[src/rtl/isfd_pkg.sv]
// ---------------------------------------------------------------------------
// IMU frame decoder package
// Shared types, codes and constants of the frame decoder.
// ---------------------------------------------------------------------------
package isfd_pkg;

   localparam int BYTE_W      = 8;
   localparam int YAW_W       = 16;
   localparam int CSR_IDX_W   = 8;
   localparam int SCALE_MUL_W = 15;

   // Byte positions inside a frame.
   localparam int POS_TYPE     = 1;
   localparam int POS_YAW_LOW  = 6;
   localparam int POS_YAW_HIGH = 7;

   // Yaw scaling: floor(raw * 18000 / 32768) done on the offset value.
   localparam logic [SCALE_MUL_W-1:0] SCALE_MUL   = 15'd18000;
   localparam int                     SCALE_SHIFT = 15;
   localparam logic signed [YAW_W-1:0] SCALE_BIAS = 16'sd18000;

   localparam logic [BYTE_W-1:0] HEADER_RESET     = 8'h55;
   localparam logic [BYTE_W-1:0] ANGLE_TYPE_RESET = 8'h53;

   typedef enum logic [1:0] {
      STATUS_ANGLE_OK = 2'd0,
      STATUS_OTHER_OK = 2'd1,
      STATUS_CSUM_ERR = 2'd2
   } status_type;

   typedef enum logic [CSR_IDX_W-1:0] {
      CSR_HEADER     = 8'd0,
      CSR_ANGLE_TYPE = 8'd1
   } csr_reg_type;

   typedef enum logic {
      ST_HUNT    = 1'b0,
      ST_COLLECT = 1'b1
   } fstate_type;

   typedef struct packed {
      logic [BYTE_W-1:0] header_value;
      logic [BYTE_W-1:0] angle_frame_type;
   } cfg_type;

   typedef struct packed {
      status_type               status;
      logic [BYTE_W-1:0]        frame_type;
      logic signed [YAW_W-1:0]  yaw_raw;
   } frame_rec_type;

endpackage

[src/rtl/isfd_ifs.sv]
// ---------------------------------------------------------------------------
// IMU frame decoder channel interfaces
// Valid/ready channels for bytes in, frame results out and register writes.
// ---------------------------------------------------------------------------
interface isfd_req_if;
   logic       valid;
   logic       ready;
   logic [7:0] rx_byte;
   modport source (output valid, output rx_byte, input ready);
   modport sink   (input valid, input rx_byte, output ready);
endinterface

interface isfd_rsp_if;
   logic               valid;
   logic               ready;
   logic [1:0]         frame_status;
   logic [7:0]         frame_type;
   logic signed [15:0] yaw_raw;
   logic signed [15:0] yaw_centideg;
   modport source (output valid, output frame_status, output frame_type,
                   output yaw_raw, output yaw_centideg, input ready);
   modport sink   (input valid, input frame_status, input frame_type,
                   input yaw_raw, input yaw_centideg, output ready);
endinterface

interface isfd_csr_if;
   logic       valid;
   logic       ready;
   logic [7:0] index;
   logic [7:0] data;
   modport source (output valid, output index, output data, input ready);
   modport sink   (input valid, input index, input data, output ready);
endinterface

[src/rtl/imu_serial_frame_decoder_unit.sv]
// ---------------------------------------------------------------------------
// IMU serial frame decoder: one byte per cycle in, one result per frame.
// A result passes from the record queue through the output register to rsp.
// Back-pressure on rsp stalls only the last byte of a frame, once two
// records wait. Reset clears the hunt FSM, queue and output valid.
// ---------------------------------------------------------------------------
module imu_serial_frame_decoder_unit #(
   parameter int FRAME_LEN = 11
) (
   input  logic        clock,
   input  logic        reset,
   isfd_req_if.sink    req_bus,
   isfd_rsp_if.source  rsp_bus,
   isfd_csr_if.sink    csr_bus
);
   import isfd_pkg::*;

   // Configuration registers; header_value is used while hunting,
   // angle_frame_type when a frame closes.
   cfg_type       cfg_ff;
   logic          csr_write;

   // Record queue between front and back.
   logic          q_push, q_pop, q_full, q_empty;
   frame_rec_type q_wr_data, q_rd_data;

   // Always take register writes; an unknown index is dropped.
   assign csr_bus.ready = 1'b1;
   assign csr_write     = csr_bus.valid && csr_bus.ready;

   always_ff @(posedge clock) begin
      if (reset) begin
         cfg_ff.header_value     <= HEADER_RESET;
         cfg_ff.angle_frame_type <= ANGLE_TYPE_RESET;
      end else if (csr_write) begin
         case (csr_bus.index)
            CSR_HEADER:     cfg_ff.header_value     <= csr_bus.data;
            CSR_ANGLE_TYPE: cfg_ff.angle_frame_type <= csr_bus.data;
            default:        cfg_ff                  <= cfg_ff;
         endcase
      end
   end

   // Front: header hunt, byte count, checksum, record build.
   isfd_front #(
      .FRAME_LEN (FRAME_LEN)
   ) u_front (
      .clock   (clock),
      .reset   (reset),
      .req_bus (req_bus),
      .cfg     (cfg_ff),
      .q_full  (q_full),
      .q_push  (q_push),
      .q_data  (q_wr_data)
   );

   // Decouple the byte stream from result back-pressure.
   isfd_queue u_queue (
      .clock   (clock),
      .reset   (reset),
      .push    (q_push),
      .wr_data (q_wr_data),
      .full    (q_full),
      .pop     (q_pop),
      .empty   (q_empty),
      .rd_data (q_rd_data)
   );

   // Back: yaw scaling multiply and the output register.
   isfd_back u_back (
      .clock   (clock),
      .reset   (reset),
      .q_empty (q_empty),
      .q_data  (q_rd_data),
      .q_pop   (q_pop),
      .rsp_bus (rsp_bus)
   );

endmodule

[src/rtl/isfd_front.sv]
// ---------------------------------------------------------------------------
// IMU frame decoder front end
// Hunt for the header, collect a frame, check the sum and queue a record.
// ---------------------------------------------------------------------------
module isfd_front #(
   parameter int FRAME_LEN = 11
) (
   input  logic                   clock,
   input  logic                   reset,
   isfd_req_if.sink               req_bus,
   input  isfd_pkg::cfg_type      cfg,
   input  logic                   q_full,
   output logic                   q_push,
   output isfd_pkg::frame_rec_type q_data
);
   import isfd_pkg::*;

   localparam int IdxW = $clog2(FRAME_LEN);
   localparam logic [IdxW-1:0] LastIdx = IdxW'(FRAME_LEN - 1);

   fstate_type        state_ff, state_in;
   logic [IdxW-1:0]   idx_ff, idx_in;
   logic [BYTE_W-1:0] sum_ff, sum_in;
   logic [BYTE_W-1:0] type_ff, yaw_low_ff, yaw_high_ff;
   logic              accept;
   logic              is_last;
   logic [BYTE_W-1:0] yaw_high_now;
   logic              hdr_hit;

   assign accept  = req_bus.valid && req_bus.ready;
   assign hdr_hit = (req_bus.rx_byte == cfg.header_value);

   // Next state.
   always_comb begin
      state_in = state_ff;
      case (state_ff)
         ST_HUNT: begin
            if (accept && hdr_hit) state_in = ST_COLLECT;
         end
         ST_COLLECT: begin
            if (accept && is_last) state_in = ST_HUNT;
         end
         default: state_in = ST_HUNT;
      endcase
   end

   // Outputs of the state machine.
   always_comb begin
      is_last       = 1'b0;
      req_bus.ready = 1'b1;
      case (state_ff)
         ST_HUNT: begin
            req_bus.ready = 1'b1;
         end
         ST_COLLECT: begin
            is_last       = (idx_ff == LastIdx);
            req_bus.ready = !is_last || !q_full;
         end
         default: begin
            req_bus.ready = 1'b1;
         end
      endcase
   end

   // Index and running sum.
   always_comb begin
      idx_in = idx_ff;
      sum_in = sum_ff;
      if (accept) begin
         if (state_ff == ST_HUNT) begin
            if (hdr_hit) begin
               idx_in = IdxW'(1);
               sum_in = req_bus.rx_byte;
            end
         end else if (is_last) begin
            idx_in = '0;
            sum_in = '0;
         end else begin
            idx_in = idx_ff + IdxW'(1);
            sum_in = sum_ff + req_bus.rx_byte;
         end
      end
   end

   always_ff @(posedge clock) begin
      if (reset) begin
         state_ff <= ST_HUNT;
         idx_ff   <= '0;
         sum_ff   <= '0;
      end else begin
         state_ff <= state_in;
         idx_ff   <= idx_in;
         sum_ff   <= sum_in;
      end
   end

   // Capture the type and yaw bytes.
   always_ff @(posedge clock) begin
      if (accept && state_ff == ST_COLLECT) begin
         if (idx_ff == IdxW'(POS_TYPE))     type_ff     <= req_bus.rx_byte;
         if (idx_ff == IdxW'(POS_YAW_LOW))  yaw_low_ff  <= req_bus.rx_byte;
         if (idx_ff == IdxW'(POS_YAW_HIGH)) yaw_high_ff <= req_bus.rx_byte;
      end
   end

   // On the shortest frame the checksum byte doubles as the yaw high byte.
   assign yaw_high_now = (idx_ff == IdxW'(POS_YAW_HIGH)) ? req_bus.rx_byte : yaw_high_ff;

   always_comb begin
      q_data.frame_type = type_ff;
      q_data.yaw_raw    = '0;
      if (sum_ff != req_bus.rx_byte) begin
         q_data.status = STATUS_CSUM_ERR;
      end else if (type_ff == cfg.angle_frame_type) begin
         q_data.status  = STATUS_ANGLE_OK;
         q_data.yaw_raw = signed'({yaw_high_now, yaw_low_ff});
      end else begin
         q_data.status = STATUS_OTHER_OK;
      end
   end

   assign q_push = accept && (state_ff == ST_COLLECT) && is_last;

endmodule

[src/rtl/isfd_queue.sv]
// ---------------------------------------------------------------------------
// IMU frame decoder record queue
// Two-entry queue of frame records between front and back end.
// ---------------------------------------------------------------------------
module isfd_queue (
   input  logic                    clock,
   input  logic                    reset,
   input  logic                    push,
   input  isfd_pkg::frame_rec_type wr_data,
   output logic                    full,
   input  logic                    pop,
   output logic                    empty,
   output isfd_pkg::frame_rec_type rd_data
);
   import isfd_pkg::*;

   frame_rec_type mem_ff [2];
   logic          wr_ptr_ff, rd_ptr_ff;
   logic [1:0]    count_ff;
   logic          do_push, do_pop;

   assign full    = (count_ff == 2'd2);
   assign empty   = (count_ff == 2'd0);
   assign do_push = push && !full;
   assign do_pop  = pop && !empty;
   assign rd_data = mem_ff[rd_ptr_ff];

   always_ff @(posedge clock) begin
      if (reset) begin
         wr_ptr_ff <= 1'b0;
         rd_ptr_ff <= 1'b0;
         count_ff  <= 2'd0;
      end else begin
         if (do_push) wr_ptr_ff <= !wr_ptr_ff;
         if (do_pop)  rd_ptr_ff <= !rd_ptr_ff;
         case ({do_push, do_pop})
            2'b10:   count_ff <= count_ff + 2'd1;
            2'b01:   count_ff <= count_ff - 2'd1;
            default: count_ff <= count_ff;
         endcase
      end
   end

   always_ff @(posedge clock) begin
      if (do_push) mem_ff[wr_ptr_ff] <= wr_data;
   end

endmodule

[src/rtl/isfd_back.sv]
// ---------------------------------------------------------------------------
// IMU frame decoder back end
// Scale the yaw to centidegrees and hold the result in the output register.
// ---------------------------------------------------------------------------
module isfd_back (
   input  logic                    clock,
   input  logic                    reset,
   input  logic                    q_empty,
   input  isfd_pkg::frame_rec_type q_data,
   output logic                    q_pop,
   isfd_rsp_if.source              rsp_bus
);
   import isfd_pkg::*;

   logic                               valid_ff, valid_in;
   logic [1:0]                         status_ff;
   logic [BYTE_W-1:0]                  type_ff;
   logic signed [YAW_W-1:0]            raw_ff;
   logic signed [YAW_W-1:0]            cdeg_ff, cdeg_in;
   logic [YAW_W-1:0]                   biased;
   logic [YAW_W+SCALE_MUL_W-1:0]       prod;

   assign q_pop = !q_empty && (!valid_ff || rsp_bus.ready);

   // Offset raw by 32768 (flip the sign bit) so the floor is a plain shift.
   assign biased  = {~q_data.yaw_raw[YAW_W-1], q_data.yaw_raw[YAW_W-2:0]};
   assign prod    = biased * SCALE_MUL;
   assign cdeg_in = signed'(prod[SCALE_SHIFT +: YAW_W]) - SCALE_BIAS;

   always_comb begin
      valid_in = valid_ff;
      if (q_pop)              valid_in = 1'b1;
      else if (rsp_bus.ready) valid_in = 1'b0;
   end

   always_ff @(posedge clock) begin
      if (reset) valid_ff <= 1'b0;
      else       valid_ff <= valid_in;
   end

   always_ff @(posedge clock) begin
      if (q_pop) begin
         status_ff <= q_data.status;
         type_ff   <= q_data.frame_type;
         raw_ff    <= q_data.yaw_raw;
         cdeg_ff   <= cdeg_in;
      end
   end

   assign rsp_bus.valid        = valid_ff;
   assign rsp_bus.frame_status = status_ff;
   assign rsp_bus.frame_type   = type_ff;
   assign rsp_bus.yaw_raw      = raw_ff;
   assign rsp_bus.yaw_centideg = cdeg_ff;

endmodule

[src/flat_wrapper.sv]
// flat-port wrapper written by rule: the top's interface ports become plain ports
module imu_serial_frame_decoder_unit_flat import isfd_pkg::*;
#(
   parameter int FRAME_LEN = 11
)
  (clock, reset, req_bus_valid, req_bus_rx_byte, req_bus_ready, rsp_bus_valid, rsp_bus_frame_status, rsp_bus_frame_type, rsp_bus_yaw_raw, rsp_bus_yaw_centideg, rsp_bus_ready, csr_bus_valid, csr_bus_index, csr_bus_data, csr_bus_ready);
  isfd_req_if req_bus_i ();
  isfd_rsp_if rsp_bus_i ();
  isfd_csr_if csr_bus_i ();
  input  logic clock;
  input  logic reset;
  input wire logic [$bits(req_bus_i.valid)-1:0] req_bus_valid;
  input wire logic [$bits(req_bus_i.rx_byte)-1:0] req_bus_rx_byte;
  output wire logic [$bits(req_bus_i.ready)-1:0] req_bus_ready;
  output wire logic [$bits(rsp_bus_i.valid)-1:0] rsp_bus_valid;
  output wire logic [$bits(rsp_bus_i.frame_status)-1:0] rsp_bus_frame_status;
  output wire logic [$bits(rsp_bus_i.frame_type)-1:0] rsp_bus_frame_type;
  output wire logic [$bits(rsp_bus_i.yaw_raw)-1:0] rsp_bus_yaw_raw;
  output wire logic [$bits(rsp_bus_i.yaw_centideg)-1:0] rsp_bus_yaw_centideg;
  input wire logic [$bits(rsp_bus_i.ready)-1:0] rsp_bus_ready;
  input wire logic [$bits(csr_bus_i.valid)-1:0] csr_bus_valid;
  input wire logic [$bits(csr_bus_i.index)-1:0] csr_bus_index;
  input wire logic [$bits(csr_bus_i.data)-1:0] csr_bus_data;
  output wire logic [$bits(csr_bus_i.ready)-1:0] csr_bus_ready;
  assign req_bus_i.valid = req_bus_valid;
  assign req_bus_i.rx_byte = req_bus_rx_byte;
  assign req_bus_ready = req_bus_i.ready;
  assign rsp_bus_valid = rsp_bus_i.valid;
  assign rsp_bus_frame_status = rsp_bus_i.frame_status;
  assign rsp_bus_frame_type = rsp_bus_i.frame_type;
  assign rsp_bus_yaw_raw = rsp_bus_i.yaw_raw;
  assign rsp_bus_yaw_centideg = rsp_bus_i.yaw_centideg;
  assign rsp_bus_i.ready = rsp_bus_ready;
  assign csr_bus_i.valid = csr_bus_valid;
  assign csr_bus_i.index = csr_bus_index;
  assign csr_bus_i.data = csr_bus_data;
  assign csr_bus_ready = csr_bus_i.ready;
  imu_serial_frame_decoder_unit #(.FRAME_LEN(FRAME_LEN)) u_core (.clock(clock), .reset(reset), .req_bus(req_bus_i), .rsp_bus(rsp_bus_i), .csr_bus(csr_bus_i));
endmodule
[config.mk]
export PLATFORM = sky130hd
export DESIGN_NAME = imu_serial_frame_decoder_unit_flat
export DESIGN_NICKNAME = d
export VERILOG_FILES = /design/src/rtl/isfd_pkg.sv /design/src/rtl/isfd_ifs.sv /design/src/rtl/imu_serial_frame_decoder_unit.sv /design/src/rtl/isfd_front.sv /design/src/rtl/isfd_queue.sv /design/src/rtl/isfd_back.sv /design/src/flat_wrapper.sv
export SDC_FILE = /design/constraint.sdc
export NUM_CORES = 1
export LEC_CHECK = 0
export ABC_AREA = 1
export BUFFER_PORTS_ARGS = -buffer_cell sky130_fd_sc_hd__buf_2
export CORE_AREA = 3 3 130 132
export CTS_CLUSTER_SIZE = 24
export DETAILED_ROUTE_END_ITERATION = 16
export DIE_AREA = 0 0 133 135
export GPL_TIMING_DRIVEN = 0
export PLACE_DENSITY_LB_ADDON = 0.2
export REMOVE_ABC_BUFFERS = 1
export SYNTH_ARGS = -nofsm -noshare
export SYNTH_HDL_FRONTEND = slang
export SYNTH_SLANG_ARGS = --single-unit
[constraint.sdc]
create_clock -name clock -period 6.8 [get_ports clock]
set_clock_uncertainty 0.05 [all_clocks]
set_input_delay 0.68 -clock clock [delete_from_list [all_inputs] [get_ports clock]]
set_output_delay 0.68 -clock clock [all_outputs]
set_load 0.02 [all_outputs]
==> run_results.csv <==
group,metric,value,unit
clock_network,cts_hold_buf,0,
worst_setup_path,r2r_slack,0.49,ns
clock_network,cts-buffers-inserted,17,
sta,rsz0062_at_grt,"false",
floorplan,io_pins,74,
cells_and_area,syn2layout_area_growth,12.95,%
clock_network,cts_tree,"built",
synthesis,synth_area_per_cell,9.873,um^2
clock_network,clock-root-buffer,"clkbuf_16",
synthesis,synth_cell_types,51,
flow_run,maxCapViolCount,0,
synthesis,yosys-top-cells-area,"edfxtp_1 38%, ha_1 14%, dfxtp_1 7.5%",
place,place_area,10010,um^2
route,drt-met1-wl,7476,um
clock_network,clock_path_buffers,2,
route,dr.pass1.iters,4,
route,wire_per_inst,14.60,um
synthesis,synth-seq-cells,153,
global_route,antenna_found_initial,0,
cells_and_area,drive_gt1_frac,0.1534,
floorplan,fp.coreArea,15830,um^2
sta,finalHoldViolCount,0,
worst_hold_path,hold_path_class,"input port to flop",
floorplan,start_util,0.5932,
global_route,grt_overflow,0,
outcome,outcome,"finished, final reports clean",
route,routed-via-count,6531,
synthesis,netlist_area,9389,um^2
route,drt-total-wl,18380,um
synthesis,yosysTopAreaCellShare,0.3774,
cells_and_area,fin_cells,1259,
clock_network,clock_latency,0.43,ns
place,placed_cells,1227,
place,finalWeightedCongestion,0.9013,
synthesis,ys.flop_type,"edfxtp_1",
global_route,grt_max_degree,32,
route,drc,0,
floorplan,num_rows,46,
synthesis,synth-edff-count,118,
worst_setup_path,critPathArrivalTime,6.43,ns
worst_setup_path,cp-end-kind,"flop",
cells_and_area,layout_commonest_cell,"nand2_1",
worst_setup_path,worst-setup-path-type,"flop to flop",
sta,final_max_slew_viol_count,0,
synthesis,syn_inst,951,
synthesis,yosysTopAreaCell,"edfxtp_1",
floorplan,die_w,133,um
synthesis,synthArstFlopShare,0,
worst_setup_path,cp-start-kind,"flop",
global_route,grt_pass1_wl,30650,um
route,drtIter0Drc,186,
cells_and_area,layout_common_cells,"171 x nand2_1, 150 x inv_1, 118 x edfxtp_1, 107 x ha_1, 74 x nor2_1",
synthesis,synth-seq-area-share,0.4520,
cells_and_area,nNetsFinal,1199,
floorplan,die_area,17960,um^2
sta,finalCritPeriodShare,0.9278,
route,top_layer,"met4",
clock_network,clk_pin_slew,0.06,ns
floorplan,die_height,135,um
route,post_drt_via_cell_ratio,5.187,
worst_setup_path,cp_max_fo,27,
sta,setup_viol,0,
clock_network,cts_sinks,153,
clock_network,htree_levels,4,
route,dr_wl_met3,511,um
clock_network,post_cts_buffers,0,
sta,worst_pin_slew,0.9842,ns
cells_and_area,antenna_cells,0,
cells_and_area,design_area,10610,um^2
global_route,grtUsageTotal,0.2146,
sta,whs,0.3756,ns
route,antenna_left,0,
synthesis,ys.warnings.count,0,
place,port_buffers,72,
sta,slew_headroom,0.3369,
place,hpwl,13440,um
route,met2_length,9833,um
sta,period_needed,6.309,ns
global_route,first_global_vias,6673,
sta,maxClockFrequency,158.5,MHz
cells_and_area,final_util,0.6700,
worst_setup_path,required,6.92,ns
per-layer routing:
layer,up-vias,track usage
met2,125,0.4094
met3,41,0.03167
met5,-,0
li1,3312,-
met4,0,0.09411
met1,3053,0.2359
cell families (layout without fill, tap and decap cells):
group                    after synthesis  after routing  synth area share
buffers and inverters                171            263           0.07076
other                                  1              1         0.0003994
AND/OR/NAND/NOR                      329            329            0.1588
flip-flops                           153            153            0.4520
adder cells (fa/ha/maj)              140            140            0.2130
XOR/XNOR                              30             30           0.03038
AO/OA/AOI/OAI                        127            127           0.07463
metrics by stage:
| stage | worst slack [ns] | TNS (ns) |
|---|---|---|
| 6_report | 0.4910 | 0 |
| 2_1_floorplan | 0.9202 | 0 |
| 3_3_place_gp | -0.01411 | -0.02424 |
| 4_1_cts | 0.2490 | 0 |
| 3_5_place_dp | -0.1123 | -0.2547 |
| 5_1_grt | 0.05900 | 0 |
Yosys cell counts (8+ instances only):
cell type  instances
xor2_1            12
o21ai_1           10
nor2_1            76
o211ai_1          11
nand3_1           20
nand4_1            8
nand2_2           19
a21oi_1           54
fa_1              33
nand2_1          171
xnor2_1           15
inv_1            150
o21ai_0           40
dfxtp_1           35
edfxtp_1         118
ha_1             107
clkbuf_1           9
worst max-delay path, stage by stage, from the launching register on:
cell     delay, ns
dfxtp_4       0.56
inv_8         0.14
or2_2         0.30
o21ai_0       0.18
inv_1         0.26
ha_1          0.36
ha_1          0.33
fa_1          0.52
fa_1          0.57
inv_1         0.06
fa_1          0.52
inv_1         0.04
ha_1          0.35
a21oi_1       0.24
o21ai_0       0.16
a21oi_1       0.23
nand2_2       0.10
nand2_1       0.07
nand2_1       0.07
inv_1         0.08
ha_1          0.18
a21oi_1       0.07
nor2_1        0.10
nand3_1       0.12
nand2_1       0.12
nand2_1       0.07
xor2_1        0.15
registers in the layout, indices dropped and copies added (netlist names), 4 cells and up, named ones only:
| signal | flops |
|---|---|
| u_core.u_back.rsp_bus.yaw_centideg | 16 |
| u_core.u_front.sum_ff | 8 |
| u_core.u_front.yaw_low_ff | 8 |
| u_core.cfg_ff | 16 |
| u_core.u_queue.mem_ff | 52 |
| u_core.u_back.rsp_bus.yaw_raw | 16 |
| u_core.u_back.rsp_bus.frame_type | 8 |
| u_core.u_front.idx_ff | 4 |
| u_core.u_front.type_ff | 8 |
| u_core.u_front.yaw_high_ff | 8 |
final timing paths:
path | startpoint | to | depth (start not counted)
max | flop | u_core.u_back.rsp_bus.yaw_centideg[12] | 26
min | reset | u_core.u_back.rsp_bus.valid | 2
max reg2reg | flop | u_core.u_back.rsp_bus.yaw_centideg[12] | 26
min reg2reg | u_core.u_queue.rd_ptr_ff | flop | 1
layout make-up:
cell class | instances | area, um^2
timing repair buffer | 75 | 406.6
multi-input combinational | 627 | 4503
clock buffer | 18 | 429.2
inverter | 156 | 593.1
tap | 216 | 270.3
clock inverter | 14 | 155.1
fill | 1224 | 5223
sequential | 153 | 4248
timing repair:
action                     4_1_cts  5_1_grt
gates resized for setup          1        1
gates cloned                     0        0
setup endpoints to repair        3        3
pin swaps                        0        0
Power is not shown: default switching activity piles up to over one toggle a cycle in this logic, so the estimate is an artifact.
